### config.mk
export PLATFORM = sky130hd
export DESIGN_NAME = backing_store_map_table
export DESIGN_NICKNAME = d
export VERILOG_FILES = /design/src/hdl/bsmt_pkg.sv /design/src/hdl/bsmt_ctrl.sv /design/src/hdl/bsmt_datapath.sv /design/src/hdl/backing_store_map_table.sv
export SDC_FILE = /design/constraint.sdc
export NUM_CORES = 1
export LEC_CHECK = 0
export BUFFER_PORTS_ARGS = -buffer_cell sky130_fd_sc_hd__buf_4
export CORE_UTILIZATION = 59
export DETAILED_ROUTE_END_ITERATION = 12
export PLACE_DENSITY = 0.78
export RECOVER_POWER = 100
export SYNTH_ARGS = -nofsm -noshare
export SYNTH_HDL_FRONTEND = slang
export SYNTH_SLANG_ARGS = --single-unit
### constraint.sdc
create_clock -name clk -period 5.95 [get_ports clk]
set_input_delay 1.19 -clock clk [delete_from_list [all_inputs] [get_ports clk]]
set_output_delay 1.19 -clock clk [all_outputs]
set_load 0.05 [all_outputs]
### src/hdl/bsmt_pkg.sv
package bsmt_pkg;

	localparam int STORES     = 8;
	localparam int STORE_W    = $clog2(STORES);
	localparam int PAGE_BYTES = 4096;
	localparam int PAGE_SHIFT = $clog2(PAGE_BYTES);

	localparam int CMD_W    = 3;
	localparam int IDX_W    = 3;
	localparam int PID_W    = 6;
	localparam int VADDR_W  = 32;
	localparam int PAGE_W   = 20;
	localparam int COUNT_W  = 8;
	localparam int OFFSET_W = 21;

	localparam int IN_W  = 72;
	localparam int OUT_W = 32;

	localparam logic [PAGE_W-1:0] RESET_PAGE = PAGE_W'(4096);

	typedef enum logic [CMD_W-1:0] {
		CMD_ALLOC    = 3'd0,
		CMD_FREE     = 3'd1,
		CMD_LOOKUP   = 3'd2,
		CMD_MAP      = 3'd3,
		CMD_UNMAP    = 3'd4,
		CMD_MARK_PRV = 3'd5
	} cmd_t;

	typedef enum logic {
		ST_IDLE,
		ST_EXEC
	} state_t;

	typedef struct packed {
		logic capture;
		logic execute;
	} ctl_cmd_t;

	typedef struct packed {
		logic out_blocked;
	} dp_status_t;

endpackage

### src/hdl/bsmt_ctrl.sv
module bsmt_ctrl (
	input  logic                  clk,
	input  logic                  arst_n,
	input  logic                  s_tvalid,
	output logic                  s_tready,
	input  bsmt_pkg::dp_status_t  status,
	output bsmt_pkg::ctl_cmd_t    cmd
);

	bsmt_pkg::state_t state_q, state_d;

	always_ff @(posedge clk or negedge arst_n) begin
		if (!arst_n) begin
			state_q <= bsmt_pkg::ST_IDLE;
		end else begin
			state_q <= state_d;
		end
	end

	always_comb begin
		state_d = state_q;
		unique case (state_q)
			bsmt_pkg::ST_IDLE: begin
				if (s_tvalid) state_d = bsmt_pkg::ST_EXEC;
			end
			bsmt_pkg::ST_EXEC: begin
				if (!status.out_blocked) state_d = bsmt_pkg::ST_IDLE;
			end
			default: state_d = bsmt_pkg::ST_IDLE;
		endcase
	end

	always_comb begin
		s_tready    = 1'b0;
		cmd.capture = 1'b0;
		cmd.execute = 1'b0;
		unique case (state_q)
			bsmt_pkg::ST_IDLE: begin
				s_tready    = 1'b1;
				cmd.capture = s_tvalid;
			end
			bsmt_pkg::ST_EXEC: begin
				// hold the command until the result register can take its answer
				cmd.execute = !status.out_blocked;
			end
			default: ;
		endcase
	end

endmodule

### src/hdl/bsmt_datapath.sv
module bsmt_datapath (
	input  logic                          clk,
	input  logic                          arst_n,
	input  logic [bsmt_pkg::IN_W-1:0]     s_tdata,
	output logic                          m_tvalid,
	input  logic                          m_tready,
	output logic [bsmt_pkg::OUT_W-1:0]    m_tdata,
	input  bsmt_pkg::ctl_cmd_t            cmd,
	output bsmt_pkg::dp_status_t          status
);

	localparam int SW = bsmt_pkg::STORE_W;

	// captured command
	logic [bsmt_pkg::CMD_W-1:0]   cmd_q;
	logic [bsmt_pkg::IDX_W-1:0]   idx_q;
	logic [bsmt_pkg::PID_W-1:0]   pid_q;
	logic [bsmt_pkg::VADDR_W-1:0] vaddr_q;
	logic [bsmt_pkg::PAGE_W-1:0]  spage_q;

	// map table
	logic [bsmt_pkg::STORES-1:0]  mapped_q;
	logic [bsmt_pkg::STORES-1:0]  priv_q;
	logic [bsmt_pkg::PID_W-1:0]   owner_q [bsmt_pkg::STORES];
	logic [bsmt_pkg::PAGE_W-1:0]  first_q [bsmt_pkg::STORES];

	// result register
	logic                            out_valid_q;
	logic                            ok_q;
	logic [bsmt_pkg::IDX_W-1:0]      store_q;
	logic [bsmt_pkg::OFFSET_W-1:0]   offset_q;

	logic                            free_hit, own_hit, idx_ok, refused;
	logic [SW-1:0]                   free_idx, own_idx, idx_w;
	logic                            res_ok;
	logic [bsmt_pkg::IDX_W-1:0]      res_store;
	logic [bsmt_pkg::OFFSET_W-1:0]   res_offset;
	logic [bsmt_pkg::VADDR_W-1:0]    vpage;
	bsmt_pkg::cmd_t                  op;

	always_ff @(posedge clk) begin
		if (cmd.capture) begin
			cmd_q   <= s_tdata[2:0];
			idx_q   <= s_tdata[5:3];
			pid_q   <= s_tdata[11:6];
			vaddr_q <= s_tdata[43:12];
			spage_q <= s_tdata[63:44];
		end
	end

	assign op     = bsmt_pkg::cmd_t'(cmd_q);
	assign idx_ok = (32'(idx_q) < bsmt_pkg::STORES);
	assign idx_w  = SW'(idx_q);
	assign vpage  = vaddr_q >> bsmt_pkg::PAGE_SHIFT;

	// lowest unmapped store and lowest store mapped to the pid
	always_comb begin
		free_hit = 1'b0;
		free_idx = '0;
		own_hit  = 1'b0;
		own_idx  = '0;
		for (int i = bsmt_pkg::STORES - 1; i >= 0; i--) begin
			if (!mapped_q[i]) begin
				free_hit = 1'b1;
				free_idx = SW'(i);
			end
			if (mapped_q[i] && owner_q[i] == pid_q) begin
				own_hit = 1'b1;
				own_idx = SW'(i);
			end
		end
	end

	assign refused = priv_q[idx_w] && (!mapped_q[idx_w] || owner_q[idx_w] != pid_q);

	always_comb begin
		res_ok     = 1'b0;
		res_store  = '0;
		res_offset = '0;
		unique case (op)
			bsmt_pkg::CMD_ALLOC: begin
				res_ok    = free_hit;
				res_store = free_hit ? bsmt_pkg::IDX_W'(free_idx) : '0;
			end
			bsmt_pkg::CMD_FREE:     res_ok = idx_ok && mapped_q[idx_w];
			bsmt_pkg::CMD_LOOKUP: begin
				res_ok = own_hit;
				if (own_hit) begin
					res_store  = bsmt_pkg::IDX_W'(own_idx);
					res_offset = bsmt_pkg::OFFSET_W'(vpage
						- bsmt_pkg::VADDR_W'(first_q[own_idx]));
				end
			end
			bsmt_pkg::CMD_MAP:      res_ok = idx_ok && !refused;
			bsmt_pkg::CMD_UNMAP:    res_ok = own_hit;
			bsmt_pkg::CMD_MARK_PRV: res_ok = idx_ok;
			default: ;
		endcase
	end

	always_ff @(posedge clk or negedge arst_n) begin
		if (!arst_n) begin
			mapped_q    <= '0;
			priv_q      <= '0;
			out_valid_q <= 1'b0;
			for (int i = 0; i < bsmt_pkg::STORES; i++) begin
				owner_q[i] <= '0;
				first_q[i] <= bsmt_pkg::RESET_PAGE;
			end
		end else begin
			if (cmd.execute) begin
				out_valid_q <= 1'b1;
				unique case (op)
					bsmt_pkg::CMD_FREE: begin
						if (idx_ok && mapped_q[idx_w]) begin
							mapped_q[idx_w] <= 1'b0;
							priv_q[idx_w]   <= 1'b0;
							owner_q[idx_w]  <= '0;
							first_q[idx_w]  <= bsmt_pkg::RESET_PAGE;
						end
					end
					bsmt_pkg::CMD_MAP: begin
						if (idx_ok && !refused) begin
							mapped_q[idx_w] <= 1'b1;
							owner_q[idx_w]  <= pid_q;
							first_q[idx_w]  <= spage_q;
						end
					end
					bsmt_pkg::CMD_UNMAP: begin
						if (own_hit) begin
							mapped_q[own_idx] <= 1'b0;
							priv_q[own_idx]   <= 1'b0;
							owner_q[own_idx]  <= '0;
							first_q[own_idx]  <= bsmt_pkg::RESET_PAGE;
						end
					end
					bsmt_pkg::CMD_MARK_PRV: begin
						if (idx_ok) priv_q[idx_w] <= 1'b1;
					end
					default: ;
				endcase
			end else if (m_tready) begin
				out_valid_q <= 1'b0;
			end
		end
	end

	always_ff @(posedge clk) begin
		if (cmd.execute) begin
			ok_q     <= res_ok;
			store_q  <= res_store;
			offset_q <= res_offset;
		end
	end

	assign status.out_blocked = out_valid_q && !m_tready;
	assign m_tvalid = out_valid_q;
	assign m_tdata  = {7'd0, offset_q, store_q, ok_q};

endmodule

### src/hdl/backing_store_map_table.sv
// Channel   Dir  Payload (lowest bit first)
// s_*       in   command[3] store_index[3] pid[6] vaddr[32] start_page[20] page_count[8]
// m_*       out  ok[1] found_store[3] page_offset[21] zero[7]
//
// A command is captured in the idle state; the execute state then searches the
// eight flop entries in parallel, updates the table and loads the result.
// The result register frees the input side: a new command is taken while
// an answer waits, and only the update cycle waits on a full result register.
// arst_n clears the table to all unmapped, first page 4096, no private marks.
module backing_store_map_table (
	input  logic                          clk,
	input  logic                          arst_n,
	input  logic                          s_tvalid,
	output logic                          s_tready,
	// command, store_index, pid, vaddr, start_page, page_count
	input  logic [bsmt_pkg::IN_W-1:0]     s_tdata,
	output logic                          m_tvalid,
	input  logic                          m_tready,
	// ok, found_store, page_offset, zero padding
	output logic [bsmt_pkg::OUT_W-1:0]    m_tdata
);

	bsmt_pkg::ctl_cmd_t   cmd;
	bsmt_pkg::dp_status_t status;

	bsmt_ctrl u_ctrl (
		.clk      (clk),
		.arst_n   (arst_n),
		.s_tvalid (s_tvalid),
		.s_tready (s_tready),
		.status   (status),
		.cmd      (cmd)
	);

	bsmt_datapath u_dp (
		.clk      (clk),
		.arst_n   (arst_n),
		.s_tdata  (s_tdata),
		.m_tvalid (m_tvalid),
		.m_tready (m_tready),
		.m_tdata  (m_tdata),
		.cmd      (cmd),
		.status   (status)
	);

endmodule

==> summary.md, run 1 <==
| Metric | Value |
|---|---|
| Critical path class | reg -> reg |
| Sequential fraction of the synthesis area | 45.8% |
| Number of diodes | 0 |
| FF+latch area | 7980 µm² |
| Largest net degree at the start of global routing | 163 |
| Area Growth Syn to Fin | 10.7% |
| CTS buffer count | 34 |
| Lkg Pwr | 7.39 nW |
| Final setup viols | 0 |
| DRC | 0 |
| Commonest non-fill, non-tap cell in the layout | dfrtp_1 |
| Adder-cell share of the synthesized area | 1.55% |
| Final TNS setup | 0 ns |
| Worst VDD drop | 0.000289 V |
| Fin crit share | 97.1% |
| Mux cell area share after synthesis | 1.46% |
| Synth Register Bits | 303 |
| Unrepaired setup endpoints after global routing | false |
| Clk sinks | 303 |
| Fillers | 2267 |
| Core region area | 28900 µm² |
| Crit path top cell by count | nand4_1 |
| 1st-pass router iterations | 6 |
| Post-CTS Setup Inserts | 0 |
| Detailed Route WL | 55.5 mm |
| Chip Width | 174 µm |
| Initial core utilization | 60.4% |
| Port bufs | 82 |
| Grt total ovfl | 0 |
| Failing checks | max-capacitance violations, max-slew violations |
| WP data arrival | 6.03 ns |
| Slew @ Worst Pin | 3.72 ns |
| Outcome | complete, but fails checks |
| Power Dens Cells | 374 nW/µm² |
| Post-synthesis compound-gate area fraction | 27.4% |
| Yosys warns | 0 |
| DR vias/cell | 7.13 |
| H-Tree Level Count | 2 |
| Placed Cells | 2194 |
| Commonest non-fill, non-tap cells in the layout | dfrtp_1 (218), o21ai_0 (178), nand2_1 (140) |
| Worst Path Buf+Inv | 2 |
| Vias | 16085 |
| Crit path cell chain | xnor2_1 -> nand4_1 -> or4_1 -> nand4_1 -> clkbuf_1 -> nor2_1 -> clkbuf_1 -> a221oi_1 -> o21a_1 -> and3_1 -> ha_1 -> nor2b_1 -> o2111ai_1 -> nand4_1 -> nand3_1 -> nand2_1 -> a2111oi_0 -> nor4_1 |
| Ports | 110 |
| HPWL after DPL | 33.7 mm |
| EDFF count, synth | 77 |
| Final Hold Vio Count | 0 |
| Cell variety after synth | 81 |
| Critical path launch point type | flop |
| CP Capture Type | flop |
| Primary FF master, synth | dfrtp_1 |
| Max Clk Rate | 0.173 GHz |
| Die height | 174 µm |
| CP max stage cell | edfxtp_1 |
| Root Buffer | clkbuf_16 |
| Avg Synthesized Cell Area | 9.48 µm² |
| CTS tree | done |
| Hold-fix buffers, CTS | 0 |
| Delay of the slowest critical-path stage | 0.81 ns |
| Detail Route Antenna Nets | 0 |
| Post-Route Skew | 0.0247 ns |
| Gpl congestion | 0.977 |
| Async set or reset register ratio after synthesis | 74.6% |
| Footprint of the multi-input gates | 8610 µm² |
| Synth Area in XOR/XNOR | 3.42% |
| Mapped Cells | 1838 |
| Post-Synth Simple-Gate Area | 15.1% |
| Util after Layout | 66.9% |
| CTS clock-pin slew for the worst setup and hold paths | 0.06 ns |
| DP Worst Slack | 0.536 ns |
| Crit-path leading delay family | simple AND/OR/NAND/NOR gates |
| Main combinational cell family by area after synthesis | compound AO/OA/AOI/OAI gates |
| # rows | 62 |
| Max-Cap Viols | 4 |
| Setup ws final | 0.171 ns |
| PostCTS Resize Cnt | 0 |
| Die ar. | 30200 µm² |
| Total GRT Usage | 36.7% |
| Final net count | 1943 |
| Required time of the critical path | 6.20 ns |
| Worst-skew pair later-pin latency | 0.53 ns |
| Mapped Area | 17400 µm² |
| Number of global-route vias before repair | 15491 |
| Routed WL per cell | 24.6 µm |
| Rel. slew slack | -148% |
| Hold Path Class | reg -> reg |
| Final min period | 5.78 ns |
| Initial DRC Count | 2413 |
| Max Transition Viols Final | 298 |
| Layout cells sized above 1 | 9.67% |
| CP Max Fanout | 10 |
| First-pass GRT wire length | 86.8 mm |
| Max Buffers Root-to-Sink | 3 |
| Antenna violations before repair | 0 |
| Fin cells | 2255 |
## cells in the mapped netlist (all sizes together) (10+ instances only)
cell	n	area share (%)
a211o	20	1.0
a21oi	52	1.5
a221oi	36	1.8
a31oi	80	3.0
and2	56	2.0
and3	23	0.83
buf	73	2.3
clkbuf	92	2.0
dfrtp	218	31
edfxtp	77	13
ha	20	1.4
inv	47	1.0
mux2i	12	0.69
nand2	141	3.1
nand2b	10	0.36
nand3	125	3.6
nand4	19	0.68
nor2	72	1.6
nor3	18	0.61
nor4	14	0.66
o211ai	100	4.3
o21a	22	0.95
o21ai	182	5.2
o221ai	17	0.85
o22ai	31	1.1
o2bb2ai	27	1.4
o311ai	27	1.4
o31ai	22	0.95
xnor2	33	1.7
xor2	35	1.8
## flip-flops by register name (all words and copies together), names as in the netlist, 3 cells and up
register,count
u_dp.spage_q,20
u_dp.owner_q,48
u_dp.mapped_q,8
u_dp.pid_q,6
u_dp.idx_q,3
u_dp.store_q,3
u_dp.vaddr_q,20
u_dp.first_q,160
u_dp.priv_q,8
u_dp.cmd_q,3
u_dp.offset_q,21
## metal layers
metal / GRT usage [%] / routed length, µm
met5: 0 / 0
met4: 15.5 / 2100
met3: 10.2 / 7410
met2: 53.6 / 24300
met1: 51.3 / 21700
## through the flow
step	hold slack (ns)	power [mW]	instance area, µm²
2_1_floorplan	0.461	4.34	17500
3_3_place_gp	0.474	4.94	18300
3_5_place_dp	0.474	5.01	18300
4_1_cts	0.488	7.23	19500
5_1_grt	0.499	7.52	19300
6_report	0.483	7.22	19300
## report_power, final
part | leakage (nW) | switching [mW] | internal [mW]
Combinational | 4.01 | 1.58 | 0.719
Clock | 0.571 | 0.865 | 1.36
Sequential | 2.80 | 0.257 | 2.43
Total | 7.39 | 2.71 | 4.51
## worst paths after layout
kind,from,end,depth (start not counted),slack (ns)
worst max-delay path,u_dp.pid_q[1],u_dp.offset_q[13],18,0.17
worst min register to register,u_dp.spage_q[1],u_dp.first_q[1],1,0.48
worst min-delay path,u_dp.spage_q[1],u_dp.first_q[1],1,0.48
worst max register to register,u_dp.pid_q[1],u_dp.offset_q[13],18,0.17
min in group asynchronous,arst_n,u_dp.first_q[56],1,1.94
max in group asynchronous,arst_n,u_dp.m_tvalid,2,1.10
## area by class of cell
type,instances,share of cell area (%)
multi-input combinational,1329,44.6
sequential,303,41.3
clock buffer,44,4.82
timing repair buffer,131,4.61
tap,384,2.49
clock inverter,17,1.21
inverter,47,0.914
## cells by family (layout without fill, tap and decap cells)
logic type,count (synthesis),in the layout
mux,20,20
flops,303,303
xor+xnor,68,68
buf+inv,212,239
simple gates,516,516
compound gates,697,697
other cells,1,7
fa+ha+maj,21,21
Note: power is estimated with default switching activity, not from simulation.
==> run 2, diff against run 1 <==
--- a/config.mk
+++ b/config.mk
@@ -6,9 +6,9 @@
 export NUM_CORES = 1
 export LEC_CHECK = 0
 export BUFFER_PORTS_ARGS = -buffer_cell sky130_fd_sc_hd__buf_4
-export CORE_UTILIZATION = 59
+export CORE_UTILIZATION = 45
 export DETAILED_ROUTE_END_ITERATION = 12
-export PLACE_DENSITY = 0.78
+export PLACE_DENSITY = 0.62
 export RECOVER_POWER = 100
 export SYNTH_ARGS = -nofsm -noshare
 export SYNTH_HDL_FRONTEND = slang
==> summary.md, run 2 (same netlist as run 1, synthesis figures left out) <==
| Metric | Value |
|---|---|
| WP data arrival | 6.08 ns |
| Gate power share | 31.6% |
| Detail Route Antenna Nets | 0 |
| DR vias/cell | 6.63 |
| Port bufs | 82 |
| Vias | 15827 |
| Worst-skew pair later-pin latency | 0.57 ns |
| Max Clk Rate | 0.173 GHz |
| Max Buffers Root-to-Sink | 3 |
| Initial DRC Count | 1916 |
| CP Capture Type | flop |
| Max-Cap Viols | 5 |
| 1st-pass router iterations | 6 |
| Commonest non-fill, non-tap cell in the layout | dfrtp_1 |
| Total GRT Usage | 29.9% |
| Sequential share of power | 36.6% |
| CTS tree | done |
| Max reg flops | 160 |
| Core region area | 37900 µm² |
| Rel. slew slack | -114% |
| H-Tree Level Count | 2 |
| Number of diodes | 0 |
| Post-Route Skew | 0.0207 ns |
| Worst VDD drop | 0.000205 V |
| Worst Hold Slack | 0.490 ns |
| Root Buffer | clkbuf_16 |
| Gpl congestion | 0.922 |
| Chip Width | 199 µm |
| Final Hold Vio Count | 0 |
| Critical path class | reg -> reg |
| PostCTS Resize Cnt | 0 |
| Unrepaired setup endpoints after global routing | false |
| CTS clock-pin slew for the worst setup and hold paths | 0.05 ns |
| Slew @ Worst Pin | 3.21 ns |
| Area Growth Syn to Fin | 12.2% |
| Final net count | 1948 |
| Tot Pwr | 7.33 mW |
| Commonest non-fill, non-tap cells in the layout | dfrtp_1 (218), o21ai_0 (179), nand2_1 (140) |
| Final min period | 5.77 ns |
| Hold Path Class | reg -> reg |
| Initial core utilization | 46.0% |
| Required time of the critical path | 6.26 ns |
| Outcome | complete, but fails checks |
| Clock power share | 31.7% |
| Fin crit share | 97.0% |
| Final setup viols | 0 |
| Failing checks | max-capacitance violations, max-slew violations |
| Number of global-route vias before repair | 14761 |
| Leading registers by flop count | u_dp.first_q x160, u_dp.owner_q x48, u_dp.offset_q x21 |
| CP Max Fanout | 16 |
| Layout cells sized above 1 | 10.2% |
| Power Dens Cells | 375 nW/µm² |
| Pint | 4.57 mW |
| NetSw | 2.76 mW |
| Clk sinks | 303 |
| Grt total ovfl | 0 |
| HPWL after DPL | 36.1 mm |
| Max Transition Viols Final | 298 |
| Detailed Route WL | 58.9 mm |
| Worst hold stages | 1 |
| Final TNS setup | 0 ns |
| Largest net degree at the start of global routing | 149 |
| DRC | 0 |
| CTS buffer count | 37 |
| Antenna violations before repair | 0 |
| Most flops, register | u_dp.first_q |
| Ports | 110 |
| Routed WL per cell | 24.7 µm |
| Die ar. | 39500 µm² |
| Net Sw Frac | 37.6% |
| Worst Reg2Reg Path Length in Cells | 21 |
| Lkg Pwr | 7.45 nW |
| Die height | 199 µm |
| Hold-fix buffers, CTS | 0 |
| Fin cells | 2388 |
| Placed Cells | 2323 |
| Post-CTS Setup Inserts | 0 |
| First-pass GRT wire length | 90.3 mm |
| Critical path launch point type | flop |
| # rows | 71 |
run 2: power by group through the flow:
stage               Clock [mW]  Sequential [mW]  Combinational, mW
floorplan                    0             2.77               1.57
global placement             0             2.70               2.32
detailed placement           0             2.70               2.36
CTS                       2.37             2.67               2.37
global route              2.45             2.71               2.51
finish                    2.33             2.69               2.32
run 2: path summary, 6_finish.rpt:
check | start | endpoint | slack [ns]
max in group asynchronous | arst_n | u_dp.first_q[54] | 1.09
worst min register to register | u_dp.spage_q[6] | u_dp.first_q[6] | 0.49
worst max-delay path | u_dp.pid_q[2] | u_dp.offset_q[16] | 0.18
min in group asynchronous | arst_n | u_dp.owner_q[39] | 1.59
worst min-delay path | u_dp.spage_q[6] | u_dp.first_q[6] | 0.49
worst max register to register | u_dp.pid_q[2] | u_dp.offset_q[16] | 0.18
run 2: layout make-up:
class | instances | area [µm²]
sequential | 303 | 7980
clock inverter | 10 | 105
multi-input combinational | 1329 | 8600
timing repair buffer | 133 | 921
clock buffer | 55 | 1140
inverter | 47 | 176
tap | 511 | 639
fill | 3428 | 18400
run 2: critical path, stage by stage (launching register included):
cell	delay (ns)
edfxtp_1	0.79
xnor2_1	0.19
nand4_1	0.13
or4_1	0.60
nand4_1	0.24
buf_4	0.21
or2_2	0.48
o22ai_1	0.16
o21ai_0	0.33
nor4bb_1	0.32
clkbuf_1	0.23
ha_1	0.23
fa_1	0.20
nor2b_1	0.06
o2111ai_1	0.26
nand3_1	0.20
a31oi_1	0.20
buf_4	0.16
nor2_1	0.04
a211oi_1	0.24
xor2_1	0.18
nor2_1	0.05
run 2: layer usage:
metal  routed length [µm]  track usage, %  vias to the layer above
met5                    0               0                        -
met4                 1720            11.4                        0
met3                 5740            6.54                      110
met2                25300            42.2                      835
met1                26100            44.3                     7838
li1                     -               -                     7044
run 2: metrics by stage:
stage / setup WS, ns / util [%] / cell area, µm²
final: 0.177 / 51.6 / 19600
after global routing: 0.0355 / 51.6 / 19600
after CTS: 0.448 / 52.1 / 19800
after detailed placement: 0.461 / 48.8 / 18500
after global placement: 0.498 / 48.8 / 18500
after floorplan: 1.65 / - / 17500
